File: src/hdl/pcm_pkg.sv
`timescale 1ns / 1ps
// ----------------------------------------------------------------------------
// pcm_pkg
// shared types, constants and register indexes of the pulse charge monitor
// ----------------------------------------------------------------------------
package pcm_pkg;

   // pulse framing
   localparam int SAMPLES_PER_PULSE = 10;
   localparam int IDX_W             = 4;
   localparam int SAMPLE_W          = 8;
   localparam int SUM_W             = 12;

   // field widths
   localparam int FREQ_W   = 16;
   localparam int UC_W     = 16;
   localparam int PCT_W    = 7;
   localparam int CHARGE_W = 19;
   localparam int EXACT_W  = 20;
   localparam int THRESH_W = 21;
   localparam int POWER_W  = 16;
   localparam int COUNT_W  = 16;

   // shared multiplier and serial divider
   localparam int MUL_A_W = 19;
   localparam int MUL_B_W = 16;
   localparam int DVD_W   = 35;
   localparam int DVS_W   = 16;
   localparam int CNT_W   = 6;
   localparam logic [CNT_W-1:0] DIV_LONG  = CNT_W'(35);
   localparam logic [CNT_W-1:0] DIV_SHORT = CNT_W'(23);
   localparam int DIV_ALIGN = 35 - 23;

   // arithmetic constants
   localparam logic [MUL_B_W-1:0]  CHARGE_MULT = MUL_B_W'(165);
   localparam logic [MUL_B_W-1:0]  POWER_MULT  = MUL_B_W'(9);
   localparam logic [DVS_W-1:0]    POWER_DIV   = DVS_W'(80);
   localparam logic [MUL_B_W-1:0]  PCT_MULT    = MUL_B_W'(100);
   localparam logic [CHARGE_W-1:0] CHARGE_MAX  = {CHARGE_W{1'b1}};

   // register reset values
   localparam logic [FREQ_W-1:0] TARGET_FREQ_RST = FREQ_W'(2000);
   localparam logic [FREQ_W-1:0] LP_FREQ_RST     = FREQ_W'(500);
   localparam logic [UC_W-1:0]   MAX_UC_RST      = UC_W'(2500);
   localparam logic [UC_W-1:0]   SPARK_UC_RST    = UC_W'(200);
   localparam logic [PCT_W-1:0]  ALERT_PCT_RST   = PCT_W'(25);

   // configuration port
   localparam int CSR_IDX_W  = 3;
   localparam int CSR_DATA_W = 16;
   localparam logic [CSR_IDX_W-1:0] CSR_TARGET_FREQ = 3'd0;
   localparam logic [CSR_IDX_W-1:0] CSR_LP_FREQ     = 3'd1;
   localparam logic [CSR_IDX_W-1:0] CSR_MAX_UC      = 3'd2;
   localparam logic [CSR_IDX_W-1:0] CSR_SPARK_UC    = 3'd3;
   localparam logic [CSR_IDX_W-1:0] CSR_ALERT_PCT   = 3'd4;

   typedef enum logic [2:0] {
      ST_IDLE,
      ST_CHARGE,
      ST_DECIDE,
      ST_MUL,
      ST_DIV,
      ST_OUT
   } state_type;

   typedef enum logic [1:0] {
      OP_AVG,
      OP_PWR,
      OP_SPK,
      OP_SHT
   } op_type;

endpackage

File: src/hdl/pcm_req_if.sv
`timescale 1ns / 1ps
// ----------------------------------------------------------------------------
// pcm_req_if
// sample input channel: one current-sense sample per item
// ----------------------------------------------------------------------------
interface pcm_req_if;
   import pcm_pkg::*;

   logic                valid;
   logic                ready;
   logic [SAMPLE_W-1:0] sample;

   modport source (output valid, output sample, input ready);
   modport sink   (input valid, input sample, output ready);
endinterface

File: src/hdl/pcm_rsp_if.sv
`timescale 1ns / 1ps
// ----------------------------------------------------------------------------
// pcm_rsp_if
// pulse result channel: one item per completed pulse
// ----------------------------------------------------------------------------
interface pcm_rsp_if;
   import pcm_pkg::*;

   logic                valid;
   logic                ready;
   logic [CHARGE_W-1:0] charge_q;
   logic                is_short;
   logic                is_spark;
   logic                low_power;
   logic                freq_changed;
   logic [FREQ_W-1:0]   pulse_frequency;
   logic [CHARGE_W-1:0] avg_charge_q;
   logic [POWER_W-1:0]  power_mw;
   logic                window_done;
   logic [PCT_W-1:0]    spark_pct;
   logic [PCT_W-1:0]    short_pct;
   logic                short_alert;

   modport source (output valid, output charge_q, output is_short, output is_spark,
                   output low_power, output freq_changed, output pulse_frequency,
                   output avg_charge_q, output power_mw, output window_done,
                   output spark_pct, output short_pct, output short_alert,
                   input ready);
   modport sink   (input valid, input charge_q, input is_short, input is_spark,
                   input low_power, input freq_changed, input pulse_frequency,
                   input avg_charge_q, input power_mw, input window_done,
                   input spark_pct, input short_pct, input short_alert,
                   output ready);
endinterface

File: src/hdl/pcm_csr_if.sv
`timescale 1ns / 1ps
// ----------------------------------------------------------------------------
// pcm_csr_if
// configuration write channel: register index and write data
// ----------------------------------------------------------------------------
interface pcm_csr_if;
   import pcm_pkg::*;

   logic                  valid;
   logic                  ready;
   logic [CSR_IDX_W-1:0]  index;
   logic [CSR_DATA_W-1:0] data;

   modport source (output valid, output index, output data, input ready);
   modport sink   (input valid, input index, input data, output ready);
endinterface

File: src/hdl/pulse_charge_monitor_unit.sv
`timescale 1ns / 1ps
// ----------------------------------------------------------------------------
// pulse_charge_monitor_unit
// per-pulse charge, mode switching, weighted average, power and window stats
// ----------------------------------------------------------------------------
// Samples are summed at one per cycle while idle; every SAMPLES_PER_PULSE-th
// sample closes a pulse and starts a sequencer that runs one shared 19x16
// multiplier and one restoring divider (one quotient bit per cycle). A
// closing sample keeps the input stalled through charge, decision, a
// 35-step average divide, a 23-step power divide, two more 23-step
// percentage divides when the pulse also closes a window, and the result
// load. The result sits in an output register, so sampling resumes while
// a result waits; a further closing sample waits at the load step until
// that result is taken. Charge is sum*165 in 1/32 uC; a charge above T uC
// means above T*32. Configuration writes are always taken and are meant
// to be issued only while the block is idle.
// ----------------------------------------------------------------------------
module pulse_charge_monitor_unit (
   input  logic   clock,
   input  logic   reset,
   pcm_req_if.sink   req_bus,
   pcm_rsp_if.source rsp_bus,
   pcm_csr_if.sink   csr_bus
);
   import pcm_pkg::*;

   // configuration registers
   logic [FREQ_W-1:0] target_freq_ff, target_freq_in;
   logic [FREQ_W-1:0] lp_freq_ff, lp_freq_in;
   logic [UC_W-1:0]   max_uc_ff, max_uc_in;
   logic [UC_W-1:0]   spark_uc_ff, spark_uc_in;
   logic [PCT_W-1:0]  alert_pct_ff, alert_pct_in;

   // pulse and window state
   state_type           state_ff, state_in;
   op_type              op_ff, op_in;
   logic [IDX_W-1:0]    idx_ff, idx_in;
   logic [SUM_W-1:0]    sum_ff, sum_in;
   logic                lp_ff, lp_in;
   logic [FREQ_W-1:0]   freq_ff, freq_in;
   logic [COUNT_W-1:0]  pulses_ff, pulses_in;
   logic [COUNT_W-1:0]  sparks_ff, sparks_in;
   logic [COUNT_W-1:0]  shorts_ff, shorts_in;
   logic [CHARGE_W-1:0] avg_ff, avg_in;
   logic [PCT_W-1:0]    spark_pct_ff, spark_pct_in;
   logic [PCT_W-1:0]    short_pct_ff, short_pct_in;

   // per-pulse working registers
   logic [EXACT_W-1:0]  charge_ff, charge_in;
   logic                short_ff, short_in;
   logic                spark_ff, spark_in;
   logic                changed_ff, changed_in;
   logic                done_ff, done_in;
   logic [POWER_W-1:0]  power_ff, power_in;

   // serial divider
   logic [DVD_W-1:0] dvd_ff, dvd_in;
   logic [DVS_W-1:0] rem_ff, rem_in;
   logic [DVS_W-1:0] dvs_ff, dvs_in;
   logic [CNT_W-1:0] cnt_ff, cnt_in;

   // result register
   logic                rsp_valid_ff, rsp_valid_in;
   logic [CHARGE_W-1:0] rsp_charge_ff, rsp_charge_in;
   logic                rsp_short_ff, rsp_short_in;
   logic                rsp_spark_ff, rsp_spark_in;
   logic                rsp_lp_ff, rsp_lp_in;
   logic                rsp_changed_ff, rsp_changed_in;
   logic [FREQ_W-1:0]   rsp_freq_ff, rsp_freq_in;
   logic [CHARGE_W-1:0] rsp_avg_ff, rsp_avg_in;
   logic [POWER_W-1:0]  rsp_power_ff, rsp_power_in;
   logic                rsp_done_ff, rsp_done_in;
   logic [PCT_W-1:0]    rsp_spark_pct_ff, rsp_spark_pct_in;
   logic [PCT_W-1:0]    rsp_short_pct_ff, rsp_short_pct_in;
   logic                rsp_alert_ff, rsp_alert_in;

   // combinational helpers
   logic                req_fire;
   logic                csr_fire;
   logic [IDX_W-1:0]    idx_next;
   logic [SUM_W-1:0]    sum_next;
   logic [CHARGE_W-1:0] charge_sat;
   logic [THRESH_W-1:0] max_q;
   logic [THRESH_W-1:0] spark_q;
   logic                over_max;
   logic                over_spark;
   logic [FREQ_W-1:0]   freq_dec;
   logic                lp_dec;
   logic [COUNT_W-1:0]  pulses_next;
   logic [FREQ_W-1:0]   freq_div;
   logic [MUL_A_W-1:0]  mul_a;
   logic [MUL_B_W-1:0]  mul_b;
   logic [DVD_W-1:0]    product;
   logic [DVS_W:0]      trial;
   logic                trial_ge;
   logic [DVS_W-1:0]    rem_step;
   logic [DVD_W-1:0]    dvd_step;

   assign req_fire = req_bus.valid && req_bus.ready;
   assign csr_fire = csr_bus.valid && csr_bus.ready;

   assign req_bus.ready = (state_ff == ST_IDLE);
   assign csr_bus.ready = 1'b1;

   assign idx_next = idx_ff + IDX_W'(1);
   assign sum_next = sum_ff + SUM_W'(req_bus.sample);

   // charge saturates to 19 bits for the average and the result only
   assign charge_sat = (charge_ff > EXACT_W'(CHARGE_MAX)) ? CHARGE_MAX
                                                          : charge_ff[CHARGE_W-1:0];
   assign max_q      = {max_uc_ff, 5'b00000};
   assign spark_q    = {spark_uc_ff, 5'b00000};
   assign over_max   = THRESH_W'(charge_ff) > max_q;
   assign over_spark = THRESH_W'(charge_ff) > spark_q;

   // zero frequency acts as one for the average
   assign freq_div = (freq_ff == '0) ? FREQ_W'(1) : freq_ff;

   // shared multiplier, operands picked by the sequencer
   always_comb begin
      mul_a = avg_ff;
      mul_b = freq_div - FREQ_W'(1);
      if (state_ff == ST_CHARGE) begin
         mul_a = MUL_A_W'(sum_ff);
         mul_b = CHARGE_MULT;
      end else begin
         case (op_ff)
            OP_AVG: begin
               mul_a = avg_ff;
               mul_b = freq_div - FREQ_W'(1);
            end
            OP_PWR: begin
               mul_a = avg_ff;
               mul_b = POWER_MULT;
            end
            OP_SPK: begin
               mul_a = MUL_A_W'(sparks_ff);
               mul_b = PCT_MULT;
            end
            default: begin
               mul_a = MUL_A_W'(shorts_ff);
               mul_b = PCT_MULT;
            end
         endcase
      end
   end

   assign product = DVD_W'(mul_a) * DVD_W'(mul_b);

   // one restoring divide step
   assign trial    = {rem_ff, dvd_ff[DVD_W-1]};
   assign trial_ge = trial >= {1'b0, dvs_ff};
   assign rem_step = trial_ge ? DVS_W'(trial - {1'b0, dvs_ff}) : trial[DVS_W-1:0];
   assign dvd_step = {dvd_ff[DVD_W-2:0], trial_ge};

   // mode decision for a closed pulse
   always_comb begin
      lp_dec   = lp_ff;
      freq_dec = freq_ff;
      if (over_max) begin
         if (!lp_ff) begin
            lp_dec   = 1'b1;
            freq_dec = lp_freq_ff;
         end
      end else if (lp_ff) begin
         lp_dec   = 1'b0;
         freq_dec = target_freq_ff;
      end
   end

   assign pulses_next = pulses_ff + COUNT_W'(1);

   // sequencer and next-state logic
   always_comb begin
      state_in       = state_ff;
      op_in          = op_ff;
      idx_in         = idx_ff;
      sum_in         = sum_ff;
      lp_in          = lp_ff;
      freq_in        = freq_ff;
      pulses_in      = pulses_ff;
      sparks_in      = sparks_ff;
      shorts_in      = shorts_ff;
      avg_in         = avg_ff;
      spark_pct_in   = spark_pct_ff;
      short_pct_in   = short_pct_ff;
      charge_in      = charge_ff;
      short_in       = short_ff;
      spark_in       = spark_ff;
      changed_in     = changed_ff;
      done_in        = done_ff;
      power_in       = power_ff;
      dvd_in         = dvd_ff;
      rem_in         = rem_ff;
      dvs_in         = dvs_ff;
      cnt_in         = cnt_ff;
      target_freq_in = target_freq_ff;
      lp_freq_in     = lp_freq_ff;
      max_uc_in      = max_uc_ff;
      spark_uc_in    = spark_uc_ff;
      alert_pct_in   = alert_pct_ff;

      rsp_valid_in     = rsp_valid_ff && !rsp_bus.ready;
      rsp_charge_in    = rsp_charge_ff;
      rsp_short_in     = rsp_short_ff;
      rsp_spark_in     = rsp_spark_ff;
      rsp_lp_in        = rsp_lp_ff;
      rsp_changed_in   = rsp_changed_ff;
      rsp_freq_in      = rsp_freq_ff;
      rsp_avg_in       = rsp_avg_ff;
      rsp_power_in     = rsp_power_ff;
      rsp_done_in      = rsp_done_ff;
      rsp_spark_pct_in = rsp_spark_pct_ff;
      rsp_short_pct_in = rsp_short_pct_ff;
      rsp_alert_in     = rsp_alert_ff;

      // register writes; a new target applies at once outside low power mode
      if (csr_fire) begin
         unique case (csr_bus.index)
            CSR_TARGET_FREQ: begin
               target_freq_in = csr_bus.data;
               if (!lp_ff) begin
                  freq_in = csr_bus.data;
               end
            end
            CSR_LP_FREQ:   lp_freq_in   = csr_bus.data;
            CSR_MAX_UC:    max_uc_in    = csr_bus.data;
            CSR_SPARK_UC:  spark_uc_in  = csr_bus.data;
            CSR_ALERT_PCT: alert_pct_in = csr_bus.data[PCT_W-1:0];
            default: ;
         endcase
      end

      unique case (state_ff)
         ST_IDLE: begin
            if (req_fire) begin
               if (idx_next == IDX_W'(SAMPLES_PER_PULSE)) begin
                  sum_in   = sum_next;
                  idx_in   = '0;
                  state_in = ST_CHARGE;
               end else begin
                  sum_in = sum_next;
                  idx_in = idx_next;
               end
            end
         end

         ST_CHARGE: begin
            charge_in = product[EXACT_W-1:0];
            sum_in    = '0;
            state_in  = ST_DECIDE;
         end

         ST_DECIDE: begin
            lp_in      = lp_dec;
            freq_in    = freq_dec;
            changed_in = (lp_dec != lp_ff);
            short_in   = over_spark && over_max;
            spark_in   = over_spark && !over_max;
            pulses_in  = pulses_next;
            if (over_spark && over_max) begin
               shorts_in = shorts_ff + COUNT_W'(1);
            end
            if (over_spark && !over_max) begin
               sparks_in = sparks_ff + COUNT_W'(1);
            end
            // a lower frequency closes the window at this pulse if the count reaches it
            done_in  = (pulses_next >= freq_dec) && (pulses_next != '0);
            op_in    = OP_AVG;
            state_in = ST_MUL;
         end

         ST_MUL: begin
            rem_in   = '0;
            state_in = ST_DIV;
            case (op_ff)
               OP_AVG: begin
                  dvd_in = product + DVD_W'(charge_sat);
                  dvs_in = freq_div;
                  cnt_in = DIV_LONG;
               end
               OP_PWR: begin
                  dvd_in = product << DIV_ALIGN;
                  dvs_in = POWER_DIV;
                  cnt_in = DIV_SHORT;
               end
               default: begin
                  dvd_in = product << DIV_ALIGN;
                  dvs_in = pulses_ff;
                  cnt_in = DIV_SHORT;
               end
            endcase
         end

         ST_DIV: begin
            dvd_in = dvd_step;
            rem_in = rem_step;
            cnt_in = cnt_ff - CNT_W'(1);
            if (cnt_ff == CNT_W'(1)) begin
               case (op_ff)
                  OP_AVG: begin
                     avg_in   = dvd_step[CHARGE_W-1:0];
                     op_in    = OP_PWR;
                     state_in = ST_MUL;
                  end
                  OP_PWR: begin
                     power_in = dvd_step[POWER_W-1:0];
                     if (done_ff) begin
                        op_in    = OP_SPK;
                        state_in = ST_MUL;
                     end else begin
                        state_in = ST_OUT;
                     end
                  end
                  OP_SPK: begin
                     spark_pct_in = dvd_step[PCT_W-1:0];
                     op_in        = OP_SHT;
                     state_in     = ST_MUL;
                  end
                  default: begin
                     short_pct_in = dvd_step[PCT_W-1:0];
                     pulses_in    = '0;
                     sparks_in    = '0;
                     shorts_in    = '0;
                     state_in     = ST_OUT;
                  end
               endcase
            end
         end

         ST_OUT: begin
            // load once the result register is free or being taken
            if (!rsp_valid_ff || rsp_bus.ready) begin
               rsp_valid_in     = 1'b1;
               rsp_charge_in    = charge_sat;
               rsp_short_in     = short_ff;
               rsp_spark_in     = spark_ff;
               rsp_lp_in        = lp_ff;
               rsp_changed_in   = changed_ff;
               rsp_freq_in      = freq_ff;
               rsp_avg_in       = avg_ff;
               rsp_power_in     = power_ff;
               rsp_done_in      = done_ff;
               rsp_spark_pct_in = spark_pct_ff;
               rsp_short_pct_in = short_pct_ff;
               rsp_alert_in     = short_pct_ff > alert_pct_ff;
               state_in         = ST_IDLE;
            end
         end

         default: state_in = ST_IDLE;
      endcase
   end

   // control and architectural state
   always_ff @(posedge clock) begin
      if (reset) begin
         state_ff       <= ST_IDLE;
         op_ff          <= OP_AVG;
         idx_ff         <= '0;
         sum_ff         <= '0;
         lp_ff          <= 1'b0;
         freq_ff        <= TARGET_FREQ_RST;
         pulses_ff      <= '0;
         sparks_ff      <= '0;
         shorts_ff      <= '0;
         avg_ff         <= '0;
         spark_pct_ff   <= '0;
         short_pct_ff   <= '0;
         cnt_ff         <= '0;
         target_freq_ff <= TARGET_FREQ_RST;
         lp_freq_ff     <= LP_FREQ_RST;
         max_uc_ff      <= MAX_UC_RST;
         spark_uc_ff    <= SPARK_UC_RST;
         alert_pct_ff   <= ALERT_PCT_RST;
         rsp_valid_ff   <= 1'b0;
      end else begin
         state_ff       <= state_in;
         op_ff          <= op_in;
         idx_ff         <= idx_in;
         sum_ff         <= sum_in;
         lp_ff          <= lp_in;
         freq_ff        <= freq_in;
         pulses_ff      <= pulses_in;
         sparks_ff      <= sparks_in;
         shorts_ff      <= shorts_in;
         avg_ff         <= avg_in;
         spark_pct_ff   <= spark_pct_in;
         short_pct_ff   <= short_pct_in;
         cnt_ff         <= cnt_in;
         target_freq_ff <= target_freq_in;
         lp_freq_ff     <= lp_freq_in;
         max_uc_ff      <= max_uc_in;
         spark_uc_ff    <= spark_uc_in;
         alert_pct_ff   <= alert_pct_in;
         rsp_valid_ff   <= rsp_valid_in;
      end
   end

   // working and payload registers
   always_ff @(posedge clock) begin
      charge_ff        <= charge_in;
      short_ff         <= short_in;
      spark_ff         <= spark_in;
      changed_ff       <= changed_in;
      done_ff          <= done_in;
      power_ff         <= power_in;
      dvd_ff           <= dvd_in;
      rem_ff           <= rem_in;
      dvs_ff           <= dvs_in;
      rsp_charge_ff    <= rsp_charge_in;
      rsp_short_ff     <= rsp_short_in;
      rsp_spark_ff     <= rsp_spark_in;
      rsp_lp_ff        <= rsp_lp_in;
      rsp_changed_ff   <= rsp_changed_in;
      rsp_freq_ff      <= rsp_freq_in;
      rsp_avg_ff       <= rsp_avg_in;
      rsp_power_ff     <= rsp_power_in;
      rsp_done_ff      <= rsp_done_in;
      rsp_spark_pct_ff <= rsp_spark_pct_in;
      rsp_short_pct_ff <= rsp_short_pct_in;
      rsp_alert_ff     <= rsp_alert_in;
   end

   // result channel
   assign rsp_bus.valid           = rsp_valid_ff;
   assign rsp_bus.charge_q        = rsp_charge_ff;
   assign rsp_bus.is_short        = rsp_short_ff;
   assign rsp_bus.is_spark        = rsp_spark_ff;
   assign rsp_bus.low_power       = rsp_lp_ff;
   assign rsp_bus.freq_changed    = rsp_changed_ff;
   assign rsp_bus.pulse_frequency = rsp_freq_ff;
   assign rsp_bus.avg_charge_q    = rsp_avg_ff;
   assign rsp_bus.power_mw        = rsp_power_ff;
   assign rsp_bus.window_done     = rsp_done_ff;
   assign rsp_bus.spark_pct       = rsp_spark_pct_ff;
   assign rsp_bus.short_pct       = rsp_short_pct_ff;
   assign rsp_bus.short_alert     = rsp_alert_ff;

endmodule
File: src/flat_wrapper.sv
// flat-port wrapper written by rule: the top's interface ports become plain ports
module pulse_charge_monitor_unit_flat import pcm_pkg::*;
  (clock, reset, req_bus_valid, req_bus_sample, req_bus_ready, rsp_bus_valid, rsp_bus_charge_q, rsp_bus_is_short, rsp_bus_is_spark, rsp_bus_low_power, rsp_bus_freq_changed, rsp_bus_pulse_frequency, rsp_bus_avg_charge_q, rsp_bus_power_mw, rsp_bus_window_done, rsp_bus_spark_pct, rsp_bus_short_pct, rsp_bus_short_alert, rsp_bus_ready, csr_bus_valid, csr_bus_index, csr_bus_data, csr_bus_ready);
  pcm_req_if req_bus_i ();
  pcm_rsp_if rsp_bus_i ();
  pcm_csr_if csr_bus_i ();
  input  logic clock;
  input  logic reset;
  input wire logic [$bits(req_bus_i.valid)-1:0] req_bus_valid;
  input wire logic [$bits(req_bus_i.sample)-1:0] req_bus_sample;
  output wire logic [$bits(req_bus_i.ready)-1:0] req_bus_ready;
  output wire logic [$bits(rsp_bus_i.valid)-1:0] rsp_bus_valid;
  output wire logic [$bits(rsp_bus_i.charge_q)-1:0] rsp_bus_charge_q;
  output wire logic [$bits(rsp_bus_i.is_short)-1:0] rsp_bus_is_short;
  output wire logic [$bits(rsp_bus_i.is_spark)-1:0] rsp_bus_is_spark;
  output wire logic [$bits(rsp_bus_i.low_power)-1:0] rsp_bus_low_power;
  output wire logic [$bits(rsp_bus_i.freq_changed)-1:0] rsp_bus_freq_changed;
  output wire logic [$bits(rsp_bus_i.pulse_frequency)-1:0] rsp_bus_pulse_frequency;
  output wire logic [$bits(rsp_bus_i.avg_charge_q)-1:0] rsp_bus_avg_charge_q;
  output wire logic [$bits(rsp_bus_i.power_mw)-1:0] rsp_bus_power_mw;
  output wire logic [$bits(rsp_bus_i.window_done)-1:0] rsp_bus_window_done;
  output wire logic [$bits(rsp_bus_i.spark_pct)-1:0] rsp_bus_spark_pct;
  output wire logic [$bits(rsp_bus_i.short_pct)-1:0] rsp_bus_short_pct;
  output wire logic [$bits(rsp_bus_i.short_alert)-1:0] rsp_bus_short_alert;
  input wire logic [$bits(rsp_bus_i.ready)-1:0] rsp_bus_ready;
  input wire logic [$bits(csr_bus_i.valid)-1:0] csr_bus_valid;
  input wire logic [$bits(csr_bus_i.index)-1:0] csr_bus_index;
  input wire logic [$bits(csr_bus_i.data)-1:0] csr_bus_data;
  output wire logic [$bits(csr_bus_i.ready)-1:0] csr_bus_ready;
  assign req_bus_i.valid = req_bus_valid;
  assign req_bus_i.sample = req_bus_sample;
  assign req_bus_ready = req_bus_i.ready;
  assign rsp_bus_valid = rsp_bus_i.valid;
  assign rsp_bus_charge_q = rsp_bus_i.charge_q;
  assign rsp_bus_is_short = rsp_bus_i.is_short;
  assign rsp_bus_is_spark = rsp_bus_i.is_spark;
  assign rsp_bus_low_power = rsp_bus_i.low_power;
  assign rsp_bus_freq_changed = rsp_bus_i.freq_changed;
  assign rsp_bus_pulse_frequency = rsp_bus_i.pulse_frequency;
  assign rsp_bus_avg_charge_q = rsp_bus_i.avg_charge_q;
  assign rsp_bus_power_mw = rsp_bus_i.power_mw;
  assign rsp_bus_window_done = rsp_bus_i.window_done;
  assign rsp_bus_spark_pct = rsp_bus_i.spark_pct;
  assign rsp_bus_short_pct = rsp_bus_i.short_pct;
  assign rsp_bus_short_alert = rsp_bus_i.short_alert;
  assign rsp_bus_i.ready = rsp_bus_ready;
  assign csr_bus_i.valid = csr_bus_valid;
  assign csr_bus_i.index = csr_bus_index;
  assign csr_bus_i.data = csr_bus_data;
  assign csr_bus_ready = csr_bus_i.ready;
  pulse_charge_monitor_unit u_core (.clock(clock), .reset(reset), .req_bus(req_bus_i), .rsp_bus(rsp_bus_i), .csr_bus(csr_bus_i));
endmodule
File: config.mk
export PLATFORM = sky130hd
export DESIGN_NAME = pulse_charge_monitor_unit_flat
export DESIGN_NICKNAME = d
export VERILOG_FILES = /design/src/hdl/pcm_pkg.sv /design/src/hdl/pcm_req_if.sv /design/src/hdl/pcm_rsp_if.sv /design/src/hdl/pcm_csr_if.sv /design/src/hdl/pulse_charge_monitor_unit.sv /design/src/flat_wrapper.sv
export SDC_FILE = /design/constraint.sdc
export NUM_CORES = 2
export LEC_CHECK = 0
export ABC_CLOCK_PERIOD_IN_PS = 12550
export BUFFER_PORTS_ARGS = -buffer_cell sky130_fd_sc_hd__buf_2
export CAP_MARGIN = 20
export CORE_MARGIN = 2
export CORE_UTILIZATION = 30
export CTS_BUF_LIST = sky130_fd_sc_hd__clkbuf_16
export DETAILED_ROUTE_END_ITERATION = 6
export GPL_ROUTABILITY_DRIVEN = 0
export REMOVE_ABC_BUFFERS = 1
export SLEW_MARGIN = 5
export SYNTH_ARGS = -nofsm -noshare
export SYNTH_HDL_FRONTEND = slang
export SYNTH_SLANG_ARGS = --single-unit
File: constraint.sdc
create_clock -name clock -period 12.55 [get_ports clock]
set_input_delay 1.255 -clock clock [delete_from_list [all_inputs] [get_ports clock]]
set_output_delay 1.255 -clock clock [all_outputs]
set_load 0.01 [all_outputs]
## After elaboration in Yosys (flattened, before gate mapping)

Cells that the tools add are included.

- Input bits: 32
- Output and inout port bits: 93
- Bits in registers: 394

- Reduce and logical (&&, ||, !) cells: 40
- Bitwise logic cells: 1
- Mux-type cells: 44
- Add/sub/neg operators: 9
- Eq/ne operators: 24
- Order comparisons: 6
- Multiply operators: 1

Operators by type and width:

| operator | count |
|---|---|
| 16-bit two-way mux | 14 |
| 16-bit one-hot mux with 2 select lines | 6 |
| 35-bit one-hot mux with 2 select lines | 1 |
| 16-bit by 1-bit adder with 16-bit output, second input constant | 3 |
| 20-bit by 21-bit > comparator with 1-bit output | 2 |
| 19-bit two-way mux | 2 |
| 19-bit one-hot mux with 2 select lines | 1 |
| 35-bit by 19-bit adder with 35-bit output | 1 |
| 19-bit by 16-bit multiplier with 35-bit output | 1 |
| 35-bit two-way mux | 1 |
| 12-bit one-hot mux with 2 select lines | 1 |
| 20-bit by 19-bit > comparator with 1-bit output, second input constant | 1 |
| 3-bit one-hot mux with 6 select lines | 1 |
| 3-bit AND reduction | 6 |
| 17-bit by 16-bit >= comparator with 1-bit output | 1 |
| 16-bit >= comparator | 1 |
| 16-bit zero test | 1 |
| 2-bit AND reduction | 8 |
| 4-bit AND reduction | 4 |
| 16-bit nonzero test | 1 |
| 16-bit by 1-bit subtractor with 16-bit output, second input constant | 1 |
| 16-bit subtractor | 1 |
| 3-bit two-way mux | 5 |
| 12-bit by 8-bit adder with 12-bit output | 1 |
| 33 further kinds | 60 |

## Logic depth before layout (Yosys ltp)

- Depth after elaboration: 9
- Mapped depth: 41
- Mapped depth without buffers: 40

## Worst setup path before layout

No wires, ideal clock.

- Kind: reg2reg
- Start point: register u_core.freq_ff[10]
- End point: register u_core.dvd_ff[32], data pin
- Period minus slack after synthesis: 9.734 ns
- Arrival time: 9.470 ns
- Slack: 2.816 ns
- Stages on the path, launching flop included: 41
- Path through: dfxtp_1 -> clkbuf_1 -> or4_1 -> or3_1 -> nand2b_1 -> nor3b_1 -> nor2_1 -> ha_1 -> nor3b_1 -> xnor2_1 -> nor2_1 -> clkbuf_1 -> nand2_1 -> fa_1 -> inv_1 -> fa_1 -> inv_1 -> fa_1 -> [5 not listed] -> inv_1 -> ha_1 -> buf_4 -> nand2_1 -> or3_1 -> o31a_4 -> nor2b_1 -> xnor2_1 -> ha_1 -> a21o_1 -> a21oi_1 -> nand2_1 -> a311oi_1 -> or4_1 -> nor4_4 -> nor3b_2 -> xnor2_1 -> o21ai_1

- Cells in the longest elaborated chain, start to end: 9

Ends and longest elaborated chain:

| item | RTL line | text |
|---|---|---|
| start, declared | pulse_charge_monitor_unit.sv:40 | `logic [FREQ_W-1:0] freq_ff, freq_in;` |
| start signal, assigned | pulse_charge_monitor_unit.sv:383 | `freq_ff <= freq_in;` |
| 16-bit zero test | pulse_charge_monitor_unit.sv:117 | `assign freq_div = (freq_ff == '0) ? FREQ_W'(1) : freq_ff;` |
| 16-bit two-way mux * | pulse_charge_monitor_unit.sv:117 |  |
| 16-bit by 1-bit subtractor with 16-bit output * | - |  |
| 16-bit one-hot mux with 2 select lines * | pulse_charge_monitor_unit.sv:127 | `case (op_ff)` |
| 16-bit two-way mux * | pulse_charge_monitor_unit.sv:123 | `if (state_ff == ST_CHARGE) begin` |
| 19-bit by 16-bit multiplier with 35-bit output * | pulse_charge_monitor_unit.sv:148 | `assign product = DVD_W'(mul_a) * DVD_W'(mul_b);` |
| net u_core.product[17] | pulse_charge_monitor_unit.sv:93 | `logic [DVD_W-1:0] product;` |
| 35-bit by 19-bit adder with 35-bit output * | pulse_charge_monitor_unit.sv:278 | `dvd_in = product + DVD_W'(charge_sat);` |
| 35-bit two-way mux * | pulse_charge_monitor_unit.sv:276 | `case (op_ff)` |
| 35-bit one-hot mux with 2 select lines * | pulse_charge_monitor_unit.sv:234 | `unique case (state_ff)` |
| net u_core.dvd_in[32] | pulse_charge_monitor_unit.sv:57 | `logic [DVD_W-1:0] dvd_ff, dvd_in;` |
| end signal, assigned | pulse_charge_monitor_unit.sv:408 | `dvd_ff <= dvd_in;` |
| end, declared | pulse_charge_monitor_unit.sv:57 |  |

The timed path passes the listed nets; every way through them passes the cells marked *.
A chain may end at the register's enable or synchronous reset.

## Final worst setup path

- Start point: register u_core.freq_ff[10]
- End point: register u_core.dvd_ff[33], data pin

The elaborated chain is that of the path after synthesis.

==> results_dict.tcl <==
set metrics [dict create \
    outcome "finished, final reports clean" \
    rows 116 \
    cts_buffers 45 \
    crit_required_ps 12860 \
    drv_cap 0 \
    final-setup-viol-count 0 \
    crit_path_top_delay_cell "a2111oi_2" \
    yosys.area.top_type "edfxtp_1" \
    synth_common_cells "nand2_1 (533), inv_1 (388), nor2_1 (290)" \
    syn_area_um2 30300 \
    slowest_delay_ps 610 \
    postCtsSetupRepairBufs 0 \
    synth_xor_xnor_area_share 0.0337 \
    rsz0062_at_grt "no" \
    die_h_um 322 \
    layout-drive-gt1-share 0.0908 \
    async_flop_share 0 \
    core-area_um2 100000 \
    via_per_inst 5.18 \
    relSlewSlack 0.209 \
    leakage_nw 14.5 \
    synth-seq-cells 394 \
    area_growth_pct 11.3 \
    initial_utilization 0.303 \
    arrival_ps 11110 \
    drt_first_pass_iters 6 \
    yosysWarnings 0 \
    die-area_um2 104000 \
    ys_seq_area_frac 0.325 \
    postCtsHoldBufs 0 \
    synthesis.instances 3370 \
    critPathKind "reg2reg" \
    clkTransAtPathRegs_ps 60 \
    fin_skew_ps 30.5 \
    dp_hpwl_mm 73.7 \
    ant_nets 0 \
    min-delay-start "u_core.power_ff[1]" \
    dpl_cell_area_um2 32300 \
    timing.hold.ws_ps 416 \
    wl_per_cell_um 20.0 \
    final-hold-violation-count 0 \
    whs_endpoint "u_core.rsp_bus.power_mw[1]" \
    grt_pass1_vias 23700 \
    cts_resized 0 \
    synthFlopType "edfxtp_1" \
    cpMostUsedCell "fa_1" \
    nets 3909 \
    synth_top_family_by_area "adder cells" \
    clock-sinks 394 \
    grt_max_degree 74 \
    grt-ovfl-total 0 \
    drc_errors 0 \
    critPathCaptureType "flip-flop" \
    ir_drop_v 0.0000985 \
    chipWidth_um 322 \
    cts_htree_levels 2 \
    hold_depth 0 \
    route.vias.total 24700 \
    grt_pass1_wl_mm 144 \
    clockBufferDepth 3 \
    grt_usage 0.182 \
    final_area_um2 33800 \
    tns_ps 0 \
    reg2reg_depth 34 \
    final.period_utilization 0.861 \
    wl_mm 95.5 \
    dr.first_iter.drc_count 2296 \
    synth_fa_ha_area_frac 0.246 \
    drv_slew 0 \
    fmax_ghz 0.0926 \
    postSynthAreaPerCell_um2 9.00 \
    tightest_slew_ps 1190 \
    period_needed_ps 10800 \
    tritoncts "yes" \
    r2r_setup_slack_ps 1750 \
    synth_compound_gate_area_share 0.124 \
    p_per_area_nw_per_um2 95.7 \
    synth_top_area_share 0.195 \
    crit_path_max_fanout 16 \
    fin_util 0.337 \
    synthMuxAreaShare 0.0224 \
    clock-root-buffer "clkbuf_16" \
    port_buffers 123 \
    r2r-end "u_core.dvd_ff[33]" \
    synth_most_common_cell "nand2_1" \
    cp-start-kind "flip-flop" \
    synth_edf_count 197 \
    synth_area_leaders "edfxtp_1 (19%), fa_1 (16%), dfxtp_1 (13%), ha_1 (8.9%), nand2_1 (6.6%)" \
    reg2reg_from "u_core.freq_ff[10]" \
    holdCritPathClass "reg2reg" \
    power.total_mw 3.23 \
    pin_count 125 \
    synth-simple-area-share 0.178 \
    antenna_found_initial 5 \
    clock_latency_ps 610 \
    ys_types 94 \
]
[per-stage QoR]
stage | instances | worst slack (ps)
after floorplan | 3212 | 2660
after global placement | 4672 | 2080
after detailed placement | 4673 | 1880
after CTS | 4757 | 1820
after global routing | 4758 | 1120
final | 4762 | 1750
[placed cells by master (no fill, tap or decap), types with 11 or more instances in the layout]
cell type / instances
mux2i_1: 51
a21o_1: 57
a22oi_1: 23
nand3_1: 86
xnor2_1: 83
xor2_1: 31
nor3_1: 62
nand2_1: 531
clkbuf_16: 46
nor4_1: 17
a31oi_1: 15
or2_2: 34
buf_2: 122
nand4_1: 26
a221oi_1: 11
o21ai_0: 99
or3_1: 18
nor2b_1: 19
edfxtp_1: 197
a221o_1: 17
nand2b_1: 40
o21ai_1: 19
and3_1: 17
mux2_2: 15
and2_1: 13
fa_1: 239
a211oi_1: 19
ha_1: 214
dfxtp_1: 197
buf_4: 41
o211ai_1: 26
o21a_1: 18
inv_1: 401
nor2_1: 289
a21oi_1: 195
[cells by family (layout without fill, tap and decap cells)]
| group | count (synthesis) | after routing |
|---|---|---|
| flip-flops | 394 | 394 |
| adder cells (fa/ha/maj) | 454 | 454 |
| AO/OA/AOI/OAI | 585 | 585 |
| buffers and inverters | 550 | 640 |
| AND/OR/NAND/NOR | 1205 | 1205 |
| XOR/XNOR | 115 | 115 |
| multiplexers | 66 | 66 |
| other | 1 | 5 |
[final cells by class]
class | instances | area, um^2
timing repair buffer | 164 | 930
tap | 1298 | 1620
sequential | 394 | 9860
antenna | 4 | 10.0
inverter | 392 | 1470
clock inverter | 38 | 343
fill | 10400 | 66400
multi-input combinational | 2426 | 18400
clock buffer | 46 | 1150
[metal layers]
layer  routed length [um]  part of all wire  track usage
met4                 4490             0.047       0.0801
met5                   23           0.00024            0
met2                43900              0.46        0.294
met1                39700              0.42        0.239
met3                 7330             0.077       0.0313
[how the worst max path moves through the flow]
stage                        endpoint  cells past startpoint                from  slack [ps]
finish              u_core.dvd_ff[33]                     34  u_core.freq_ff[10]        1750
global route        u_core.dvd_ff[33]                     34  u_core.freq_ff[10]        1120
CTS                 u_core.dvd_ff[33]                     34  u_core.freq_ff[10]        1820
detailed placement  u_core.dvd_ff[33]                     34  u_core.freq_ff[10]        1880
global placement    u_core.dvd_ff[27]                     37  u_core.freq_ff[10]        2080
floorplan           u_core.dvd_ff[34]                     33     u_core.op_ff[0]        2660
[power by group]
| part | internal [mW] | leakage [nW] | total [mW] | switching [mW] |
|---|---|---|---|---|
| clock | 0.774 | 0.785 | 1.35 | 0.572 |
| combinational | 0.154 | 10.4 | 0.455 | 0.301 |
| sequential | 1.39 | 3.39 | 1.43 | 0.0389 |
[worst max-delay path: cells and delay by family, from the launching register on]
kind,cells,cell delay [ps]
DFF,1,410
adders and majority gates,9,4160
AOI/OAI and AO/OA,5,1350
xor gates and xnor gates,3,620
buffers and inverters,3,170
and+or+nand+nor,14,3780
[registers in the layout (all words and copies together), names as in the netlist, 12 cells and up]
signal                          flops
u_core.dvd_ff                      35
u_core.charge_ff                   20
u_core.avg_ff                      19
u_core.rsp_bus.avg_charge_q        19
u_core.rsp_bus.charge_q            19
u_core.dvs_ff                      16
u_core.freq_ff                     16
u_core.lp_freq_ff                  16
u_core.max_uc_ff                   16
u_core.power_ff                    16
u_core.pulses_ff                   16
u_core.rem_ff                      16
u_core.rsp_bus.power_mw            16
u_core.rsp_bus.pulse_frequency     16
u_core.shorts_ff                   16
u_core.spark_uc_ff                 16
u_core.sparks_ff                   16
u_core.target_freq_ff              16
u_core.sum_ff                      12
No activity file was read; power rests on OpenSTA's default activity.
